<file path="config.mk">
export PLATFORM = sky130hd
export DESIGN_NAME = configurable_crc_byte_engine_top
export DESIGN_NICKNAME = d
export VERILOG_FILES = /design/src/rtl/core/crce_pkg.sv /design/src/rtl/core/crce_cfg_regs.sv /design/src/rtl/core/crce_byte_step.sv /design/src/rtl/core/configurable_crc_byte_engine_top.sv
export VERILOG_INCLUDE_DIRS = /design/src /design/src/rtl/core
export SDC_FILE = /design/constraint.sdc
export NUM_CORES = 1
export LEC_CHECK = 0
export ABC_AREA = 1
export BUFFER_PORTS_ARGS = -buffer_cell sky130_fd_sc_hd__buf_2
export CORE_UTILIZATION = 33
export CTS_BUF_LIST = sky130_fd_sc_hd__clkbuf_16
export DETAILED_ROUTE_END_ITERATION = 7
export SYNTH_ARGS = -nofsm -noshare
export SYNTH_HDL_FRONTEND = slang
export SYNTH_SLANG_ARGS = --single-unit
</file>
<file path="constraint.sdc">
create_clock -name i_clk -period 9.2 [get_ports i_clk]
set_input_delay 0.46 -clock i_clk [delete_from_list [all_inputs] [get_ports i_clk]]
set_output_delay 0.46 -clock i_clk [all_outputs]
set_load 0.005 [all_outputs]
</file>
<file path="src/rtl/core/configurable_crc_byte_engine_top_macros.svh">
// assertion helpers shared by the crc engine rtl
`ifndef CONFIGURABLE_CRC_BYTE_ENGINE_TOP_MACROS_SVH
`define CONFIGURABLE_CRC_BYTE_ENGINE_TOP_MACROS_SVH

// same-cycle implication, masked while in reset
`define CRCE_ASSERT_SAME(label, clk, rst_n, ante, cons, msg) \
    label: assert property (@(posedge clk) disable iff (!(rst_n)) (ante) |-> (cons)) \
        else $error(msg);

// next-cycle implication, masked while in reset
`define CRCE_ASSERT_NEXT(label, clk, rst_n, ante, cons, msg) \
    label: assert property (@(posedge clk) disable iff (!(rst_n)) (ante) |=> (cons)) \
        else $error(msg);

`endif

</file>
<file path="src/rtl/core/crce_pkg.sv">
package crce_pkg;

    localparam int unsigned CRC_W     = 32;
    localparam int unsigned DATA_W    = 8;
    localparam int unsigned CFG_IDX_W = 3;

    typedef logic [1:0] t_width_mode;

    localparam t_width_mode WMODE_8  = 2'd0;
    localparam t_width_mode WMODE_16 = 2'd1;
    localparam t_width_mode WMODE_32 = 2'd2;

    // register indexes on the configuration channel
    localparam logic [CFG_IDX_W-1:0] REG_WIDTH_MODE  = 3'd0;
    localparam logic [CFG_IDX_W-1:0] REG_POLYNOMIAL  = 3'd1;
    localparam logic [CFG_IDX_W-1:0] REG_INIT_VALUE  = 3'd2;
    localparam logic [CFG_IDX_W-1:0] REG_REFLECT_IN  = 3'd3;
    localparam logic [CFG_IDX_W-1:0] REG_REFLECT_OUT = 3'd4;
    localparam logic [CFG_IDX_W-1:0] REG_FINAL_XOR   = 3'd5;

    // reset defaults: crc-16/x.25
    localparam t_width_mode       RST_WIDTH_MODE = WMODE_16;
    localparam logic [CRC_W-1:0]  RST_POLYNOMIAL = 32'h0000_1021;
    localparam logic [CRC_W-1:0]  RST_INIT_VALUE = 32'h0000_FFFF;
    localparam logic [CRC_W-1:0]  RST_FINAL_XOR  = 32'h0000_FFFF;

    typedef struct packed {
        t_width_mode      width_mode;
        logic [CRC_W-1:0] polynomial;
        logic [CRC_W-1:0] init_value;
        logic             reflect_input;
        logic             reflect_output;
        logic [CRC_W-1:0] final_xor;
    } t_cfg;

    function automatic logic [DATA_W-1:0] reverse_byte(input logic [DATA_W-1:0] v);
        logic [DATA_W-1:0] r;
        for (int i = 0; i < DATA_W; i++) begin
            r[i] = v[DATA_W-1-i];
        end
        return r;
    endfunction

    function automatic logic [CRC_W-1:0] reverse_word(input logic [CRC_W-1:0] v);
        logic [CRC_W-1:0] r;
        for (int i = 0; i < CRC_W; i++) begin
            r[i] = v[CRC_W-1-i];
        end
        return r;
    endfunction

    // move a width-sized value up to the top of the 32-bit word, dropping bits above the width
    function automatic logic [CRC_W-1:0] left_justify(input logic [CRC_W-1:0] v,
                                                      input t_width_mode m);
        logic [CRC_W-1:0] r;
        case (m)
            WMODE_8:  r = v << 24;
            WMODE_16: r = v << 16;
            default:  r = v;
        endcase
        return r;
    endfunction

    function automatic logic [CRC_W-1:0] right_justify(input logic [CRC_W-1:0] v,
                                                       input t_width_mode m);
        logic [CRC_W-1:0] r;
        case (m)
            WMODE_8:  r = v >> 24;
            WMODE_16: r = v >> 16;
            default:  r = v;
        endcase
        return r;
    endfunction

endpackage

</file>
<file path="src/rtl/core/crce_cfg_regs.sv">
module crce_cfg_regs (
    input  logic                            i_clk,
    input  logic                            i_rst_n,
    input  logic                            i_wr_en,
    input  logic [crce_pkg::CFG_IDX_W-1:0]  i_wr_index,
    input  logic [crce_pkg::CRC_W-1:0]      i_wr_data,
    output crce_pkg::t_cfg                  o_cfg
);
    import crce_pkg::*;

    t_cfg r_cfg;
    t_cfg n_cfg;

    always_comb begin
        n_cfg = r_cfg;
        if (i_wr_en) begin
            unique case (i_wr_index)
                REG_WIDTH_MODE:  n_cfg.width_mode     = i_wr_data[1:0];
                REG_POLYNOMIAL:  n_cfg.polynomial     = i_wr_data;
                REG_INIT_VALUE:  n_cfg.init_value     = i_wr_data;
                REG_REFLECT_IN:  n_cfg.reflect_input  = i_wr_data[0];
                REG_REFLECT_OUT: n_cfg.reflect_output = i_wr_data[0];
                REG_FINAL_XOR:   n_cfg.final_xor      = i_wr_data;
                default: ;
            endcase
        end
    end

    always_ff @(posedge i_clk) begin
        if (!i_rst_n) begin
            r_cfg.width_mode     <= RST_WIDTH_MODE;
            r_cfg.polynomial     <= RST_POLYNOMIAL;
            r_cfg.init_value     <= RST_INIT_VALUE;
            r_cfg.reflect_input  <= 1'b1;
            r_cfg.reflect_output <= 1'b1;
            r_cfg.final_xor      <= RST_FINAL_XOR;
        end else begin
            r_cfg <= n_cfg;
        end
    end

    assign o_cfg = r_cfg;

endmodule

</file>
<file path="src/rtl/core/crce_byte_step.sv">
module crce_byte_step (
    input  crce_pkg::t_cfg                  i_cfg,
    input  logic                            i_start,
    input  logic [crce_pkg::CRC_W-1:0]      i_crc,
    input  logic [crce_pkg::DATA_W-1:0]     i_byte,
    output logic [crce_pkg::CRC_W-1:0]      o_crc_next,
    output logic [crce_pkg::CRC_W-1:0]      o_crc_final
);
    import crce_pkg::*;

    logic [CRC_W-1:0]  base;
    logic [CRC_W-1:0]  poly_l;
    logic [CRC_W-1:0]  reg_l;
    logic [CRC_W-1:0]  mask;
    logic [CRC_W-1:0]  refl;
    logic [DATA_W-1:0] in_byte;

    // work left-justified so the top bit is always bit 31 whatever the width
    always_comb begin
        base    = i_start ? i_cfg.init_value : i_crc;
        poly_l  = left_justify(i_cfg.polynomial, i_cfg.width_mode);
        in_byte = i_cfg.reflect_input ? reverse_byte(i_byte) : i_byte;
        reg_l   = left_justify(base, i_cfg.width_mode)
                  ^ {in_byte, {(CRC_W-DATA_W){1'b0}}};
        for (int i = 0; i < DATA_W; i++) begin
            if (reg_l[CRC_W-1]) begin
                reg_l = (reg_l << 1) ^ poly_l;
            end else begin
                reg_l = reg_l << 1;
            end
        end
        mask        = right_justify({CRC_W{1'b1}}, i_cfg.width_mode);
        o_crc_next  = right_justify(reg_l, i_cfg.width_mode);
        // full-word reversal of the justified value is the reversal over the width
        refl        = i_cfg.reflect_output ? reverse_word(reg_l) : o_crc_next;
        o_crc_final = (refl ^ i_cfg.final_xor) & mask;
    end

endmodule

</file>
<file path="src/rtl/core/configurable_crc_byte_engine_top.sv">
// configurable byte-serial crc engine, msb-first shift register
//
// input stream: one message byte per word on i_s_tdata, i_s_tlast marks the
// final byte of a message. output stream: one word per message carrying the
// finished crc on o_m_tdata, bits above the selected width read as zero.
// configuration channel: index/data writes to six registers (width mode,
// polynomial, init value, input and output reflection, final xor); it is
// always ready and should only be written while no message is in flight.
//
// timing: a byte is registered in the input register on acceptance, then
// folded into the crc, and a last byte also into the result register that
// drives o_m_tvalid. throughput is one byte per cycle while no last byte
// waits on a full result register, through the single eight-step shift-xor
// network between the input register and the crc and result registers.
//
// reset: registers return to crc-16/x.25 defaults, all stages empty.
// when the receiver stalls, the result register holds; non-last bytes keep
// flowing, and a last byte waits in the input register, holding o_s_tready
// low, until the result is taken.
`include "configurable_crc_byte_engine_top_macros.svh"

module configurable_crc_byte_engine_top (
    input  logic                            i_clk,
    input  logic                            i_rst_n,
    // message byte stream
    input  logic                            i_s_tvalid,
    output logic                            o_s_tready,
    input  logic [crce_pkg::DATA_W-1:0]     i_s_tdata,   // [7:0] data_byte
    input  logic                            i_s_tlast,   // last_byte
    // crc result stream
    output logic                            o_m_tvalid,
    input  logic                            i_m_tready,
    output logic [crce_pkg::CRC_W-1:0]      o_m_tdata,   // [31:0] crc_value
    // configuration writes
    input  logic                            i_cfg_valid,
    output logic                            o_cfg_ready,
    input  logic [crce_pkg::CFG_IDX_W-1:0]  i_cfg_index,
    input  logic [crce_pkg::CRC_W-1:0]      i_cfg_data
);
    import crce_pkg::*;

    t_cfg cfg;

    // input register
    logic              r_in_valid;
    logic [DATA_W-1:0] r_in_byte;
    logic              r_in_last;
    // running crc state
    logic              r_in_msg;
    logic [CRC_W-1:0]  r_crc;
    // result register
    logic              r_out_valid;
    logic [CRC_W-1:0]  r_out_crc;

    logic              s_accept;
    logic              out_free;
    logic              advance;
    logic [CRC_W-1:0]  crc_next;
    logic [CRC_W-1:0]  crc_final;

    assign o_cfg_ready = 1'b1;

    crce_cfg_regs u_cfg (
        .i_clk      (i_clk),
        .i_rst_n    (i_rst_n),
        .i_wr_en    (i_cfg_valid),
        .i_wr_index (i_cfg_index),
        .i_wr_data  (i_cfg_data),
        .o_cfg      (cfg)
    );

    crce_byte_step u_step (
        .i_cfg       (cfg),
        .i_start     (!r_in_msg),
        .i_crc       (r_crc),
        .i_byte      (r_in_byte),
        .o_crc_next  (crc_next),
        .o_crc_final (crc_final)
    );

    // result slot is free if empty or being drained this cycle
    assign out_free   = !r_out_valid || i_m_tready;
    // non-last bytes never need the result slot
    assign advance    = r_in_valid && (!r_in_last || out_free);
    assign o_s_tready = !r_in_valid || advance;
    assign s_accept   = i_s_tvalid && o_s_tready;

    always_ff @(posedge i_clk) begin
        if (!i_rst_n) begin
            r_in_valid  <= 1'b0;
            r_in_msg    <= 1'b0;
            r_out_valid <= 1'b0;
        end else begin
            if (s_accept) begin
                r_in_valid <= 1'b1;
            end else if (advance) begin
                r_in_valid <= 1'b0;
            end
            if (advance) begin
                r_in_msg <= !r_in_last;
            end
            if (advance && r_in_last) begin
                r_out_valid <= 1'b1;
            end else if (i_m_tready) begin
                r_out_valid <= 1'b0;
            end
        end
    end

    // payload, qualified by the control bits above
    always_ff @(posedge i_clk) begin
        if (s_accept) begin
            r_in_byte <= i_s_tdata;
            r_in_last <= i_s_tlast;
        end
        if (advance) begin
            r_crc <= crc_next;
        end
        if (advance && r_in_last) begin
            r_out_crc <= crc_final;
        end
    end

    assign o_m_tvalid = r_out_valid;
    assign o_m_tdata  = r_out_crc;

    `CRCE_ASSERT_NEXT(a_last_gives_result, i_clk, i_rst_n, advance && r_in_last,
        r_out_valid, "last byte processed without a result")
    `CRCE_ASSERT_NEXT(a_last_ends_message, i_clk, i_rst_n, advance && r_in_last,
        !r_in_msg, "message still open after last byte")
    `CRCE_ASSERT_NEXT(a_byte_opens_message, i_clk, i_rst_n, advance && !r_in_last,
        r_in_msg, "message not open after a middle byte")
    `CRCE_ASSERT_NEXT(a_held_byte_kept, i_clk, i_rst_n, r_in_valid && !advance,
        r_in_valid && $stable(r_in_byte) && $stable(r_in_last), "held byte lost")

endmodule

</file>
==> insert_results.sql <==
INSERT INTO impl_metrics (metric_group, metric, value, unit) VALUES
('run_status', 'run_status', 'complete, no violations', ''),
('grt', 'first_global_vias', '12963', ''),
('logic_synthesis', 'post_syn_area', '13600', 'sq um'),
('final_layout', 'num_antenna_cells', '0', ''),
('final_layout', 'multi_input_comb_area', '7960', 'sq um'),
('sta', 'timing.final.max_slew_violations', '0', ''),
('grt', 'grt_util_all_layers', '0.260', ''),
('logic_synthesis', 'synth_seq_cells', '176', ''),
('setup_path', 'end_kind', 'register', ''),
('hold_path', 'holdPathStages', '1', ''),
('final_layout', 'commonest_non_fill_non_tap_cells_in_the_layout', 'nand2_1 (811), nand3_1 (367), inv_1 (199), nor2_1 (139), o21ai_0 (105)', ''),
('setup_path', 'crit_path_max_fanout', '63', ''),
('placement', 'place.detailed.hpwl', '40.8', 'mm'),
('floorplan', 'die_y', '205', 'um'),
('logic_synthesis', 'ys_types', '41', ''),
('setup_path', 'rrSetupSlack', '1.40', 'ns'),
('grt', 'antenna_found_initial', '0', ''),
('detailed_routing', 'number_of_nets_with_antenna_violations_after_routing', '0', ''),
('placement', 'port-buffer-count', '82', ''),
('sta', 'tightestPinTransition', '1.11', 'ns'),
('logic_synthesis', 'synth.net_count', '2270', ''),
('power', 'irDropWorstVdd', '0.131', 'mV'),
('final_layout', 'layout.cell_area.non_filler', '14900', 'sq um'),
('setup_path', 'crit-reg2reg-capture', 'o_m_tdata[19]', ''),
('clock_tree', 'cts_resized', '0', ''),
('power', 'p_leak', '7.03', 'nW'),
('hold_path', 'timing.hold.worst.start', 'i_s_tdata[6]', ''),
('detailed_routing', 'drt_first_pass_iters', '6', ''),
('clock_tree', 'clock_input_transition_at_the_sequential_cells_of_the_worst_setup_and_hold_paths', '0.07', 'ns'),
('sta', 'max_freq', '128', 'MHz'),
('floorplan', 'dieArea', '42100', 'sq um'),
('logic_synthesis', 'ys_dominant_reg_cell', 'dfxtp_1', ''),
('hold_path', 'min_path_type', 'input pin to register', ''),
('detailed_routing', 'wl_per_cell', '19.7', 'um'),
('sta', 'setup-violations-final', '0', ''),
('floorplan', 'initial_utilization', '0.335', ''),
('floorplan', 'fp.dieW', '205', 'um'),
('final_layout', 'area_delta_synth_final', '9.23', '%'),
('logic_synthesis', 'synth.avg_cell_area', '6.14', 'sq um'),
('power', 'power_after_layout', '0.00289', 'W'),
('setup_path', 'ff2ff_path_depth', '31', ''),
('floorplan', 'io-pin-count', '84', ''),
('logic_synthesis', 'synth.yosys.warnings', '0', ''),
('setup_path', 'timing_worst_setup_path_type', 'register to register', ''),
('clock_tree', 'worst_skew_pair.late_latency', '0.44', 'ns'),
('detailed_routing', 'postRouteWirelength', '54.2', 'mm'),
('grt', 'globalRouteOverflowTotal', '0', ''),
('clock_tree', 'cts_tree', 'built', ''),
('setup_path', 'cp.required', '9.39', 'ns'),
('floorplan', 'coreArea', '40700', 'sq um'),
('placement', 'place_area', '14300', 'sq um'),
('logic_synthesis', 'synth_enable_flop_cells', '73', ''),
('setup_path', 'critPathSlowestCell', 'inv_2', ''),
('detailed_routing', 'vias_per_cell', '5.25', ''),
('placement', 'gp_congestion', '0.975', ''),
('grt', 'largest_net_degree_at_the_start_of_global_routing', '91', ''),
('sta', 'rsz_0062_raised_after_global_routing', 'no', ''),
('setup_path', 'critical_path_arrival', '7.99', 'ns'),
('sta', 'fin_crit_sh', '0.848', ''),
('final_layout', 'sequential_cell_area', '4260', 'sq um'),
('setup_path', 'cp_common_cell', 'nand2_1', ''),
('detailed_routing', 'drt_drc_violations_left', '0', ''),
('clock_tree', 'root_buffer', 'clkbuf_16', ''),
('floorplan', 'rows', '74', ''),
('sta', 'final-hold-violation-count', '0', ''),
('logic_synthesis', 'yosysSeqAreaShare', '0.312', ''),
('grt', 'grt_pass1_wl', '80.9', 'mm'),
('setup_path', 'start_kind', 'register', ''),
('detailed_routing', 'detailroute.via_count', '14487', ''),
('sta', 'fin_crit', '7.80', 'ns'),
('run', 'maxCapViolations', '0', '');
[worst max path at each step]
stage | startpoint | end | slack [ns] | cells past startpoint
after floorplan | u_cfg.o_cfg[99] | o_m_tdata[7] | 5.57 | 37
after global placement | u_cfg.o_cfg[99] | o_m_tdata[3] | 1.80 | 32
after detailed placement | u_cfg.o_cfg[99] | o_m_tdata[19] | 1.62 | 31
after CTS | u_cfg.o_cfg[99] | o_m_tdata[19] | 1.61 | 31
after global routing | u_cfg.o_cfg[99] | o_m_tdata[29] | 0.78 | 33
final | u_cfg.o_cfg[99] | o_m_tdata[19] | 1.40 | 31
[kinds of logic (layout without fill, tap and decap cells)]
kind of cell           count (synthesis)  in the layout  share of synthesized area
XOR/XNOR                              71             71                     0.0467
other                                  1              1                   0.000275
flip-flops                           176            176                      0.312
buffers and inverters                346            350                      0.106
AND/OR/NAND/NOR                     1412           1412                      0.447
AO/OA/AOI/OAI                        215            215                     0.0875
[layer usage]
metal	wire length, um	global-route usage	vias to the layer above
li1	-	-	7089
met1	23900	0.359	6620
met2	23400	0.399	671
met3	4300	0.0326	107
met4	2660	0.126	0
met5	0	0	-
[power breakdown]
group	total, W	internal [W]	switching [W]
Combinational	0.00122	0.000330	0.000891
Sequential	0.000905	0.000879	0.0000260
Clock	0.000764	0.000443	0.000321
Total	0.00289	0.00165	0.00124
[sequential cells by signal, summed over array words and instances (netlist names)]
name and flops:
o_m_tdata 32, o_m_tvalid 1, r_crc 32, r_in_byte 8
r_in_last 1, r_in_msg 1, r_in_valid 1, u_cfg.o_cfg 100
[synth_stat cells, types with 9 or more instances]
library cell	instances	area, sq um
clkbuf_1	67	251
nor2_1	141	529
edfxtp_1	73	2190
buf_2	43	215
nand2_2	13	81.3
or2_2	10	62.6
dfxtp_1	103	2060
xor2_1	44	385
nand2_4	10	113
nand3_1	367	1840
inv_1	198	743
nand4_1	23	144
nand2_1	811	3040
o21ai_0	106	531
a21o_1	9	67.6
inv_2	9	33.8
nor2_2	14	87.6
a21oi_1	65	325
buf_1	11	41.3
xnor2_1	25	219
o211ai_1	22	165
[through the flow]
step | instances | hold slack, ns | worst slack [ns]
final | 2757 | 0.200 | 1.40
after global routing | 2757 | 0.186 | 0.777
after CTS | 2757 | 0.186 | 1.61
after detailed placement | 2725 | 0.450 | 1.62
after global placement | 2725 | 0.444 | 1.80
after floorplan | 2221 | 0.429 | 5.57
[worst max-delay path, delay by kind of cell, from the launching register on]
kind / cells / cell delay [ns]
flip-flops: 1 / 0.51
AO/OA/AOI/OAI: 2 / 0.55
buffers and inverters: 4 / 1.30
AND/OR/NAND/NOR: 25 / 5.11
[layout make-up]
type                            instances  area share
Inverter                              210      0.0530
Tap cell                              532      0.0447
Clock buffer                           18      0.0303
Clock inverter                         14      0.0108
Sequential cell                       176       0.286
Multi-Input combinational cell       1699       0.535
Timing Repair Buffer                  108      0.0407
Note: power is estimated with default switching activity, not from simulation.
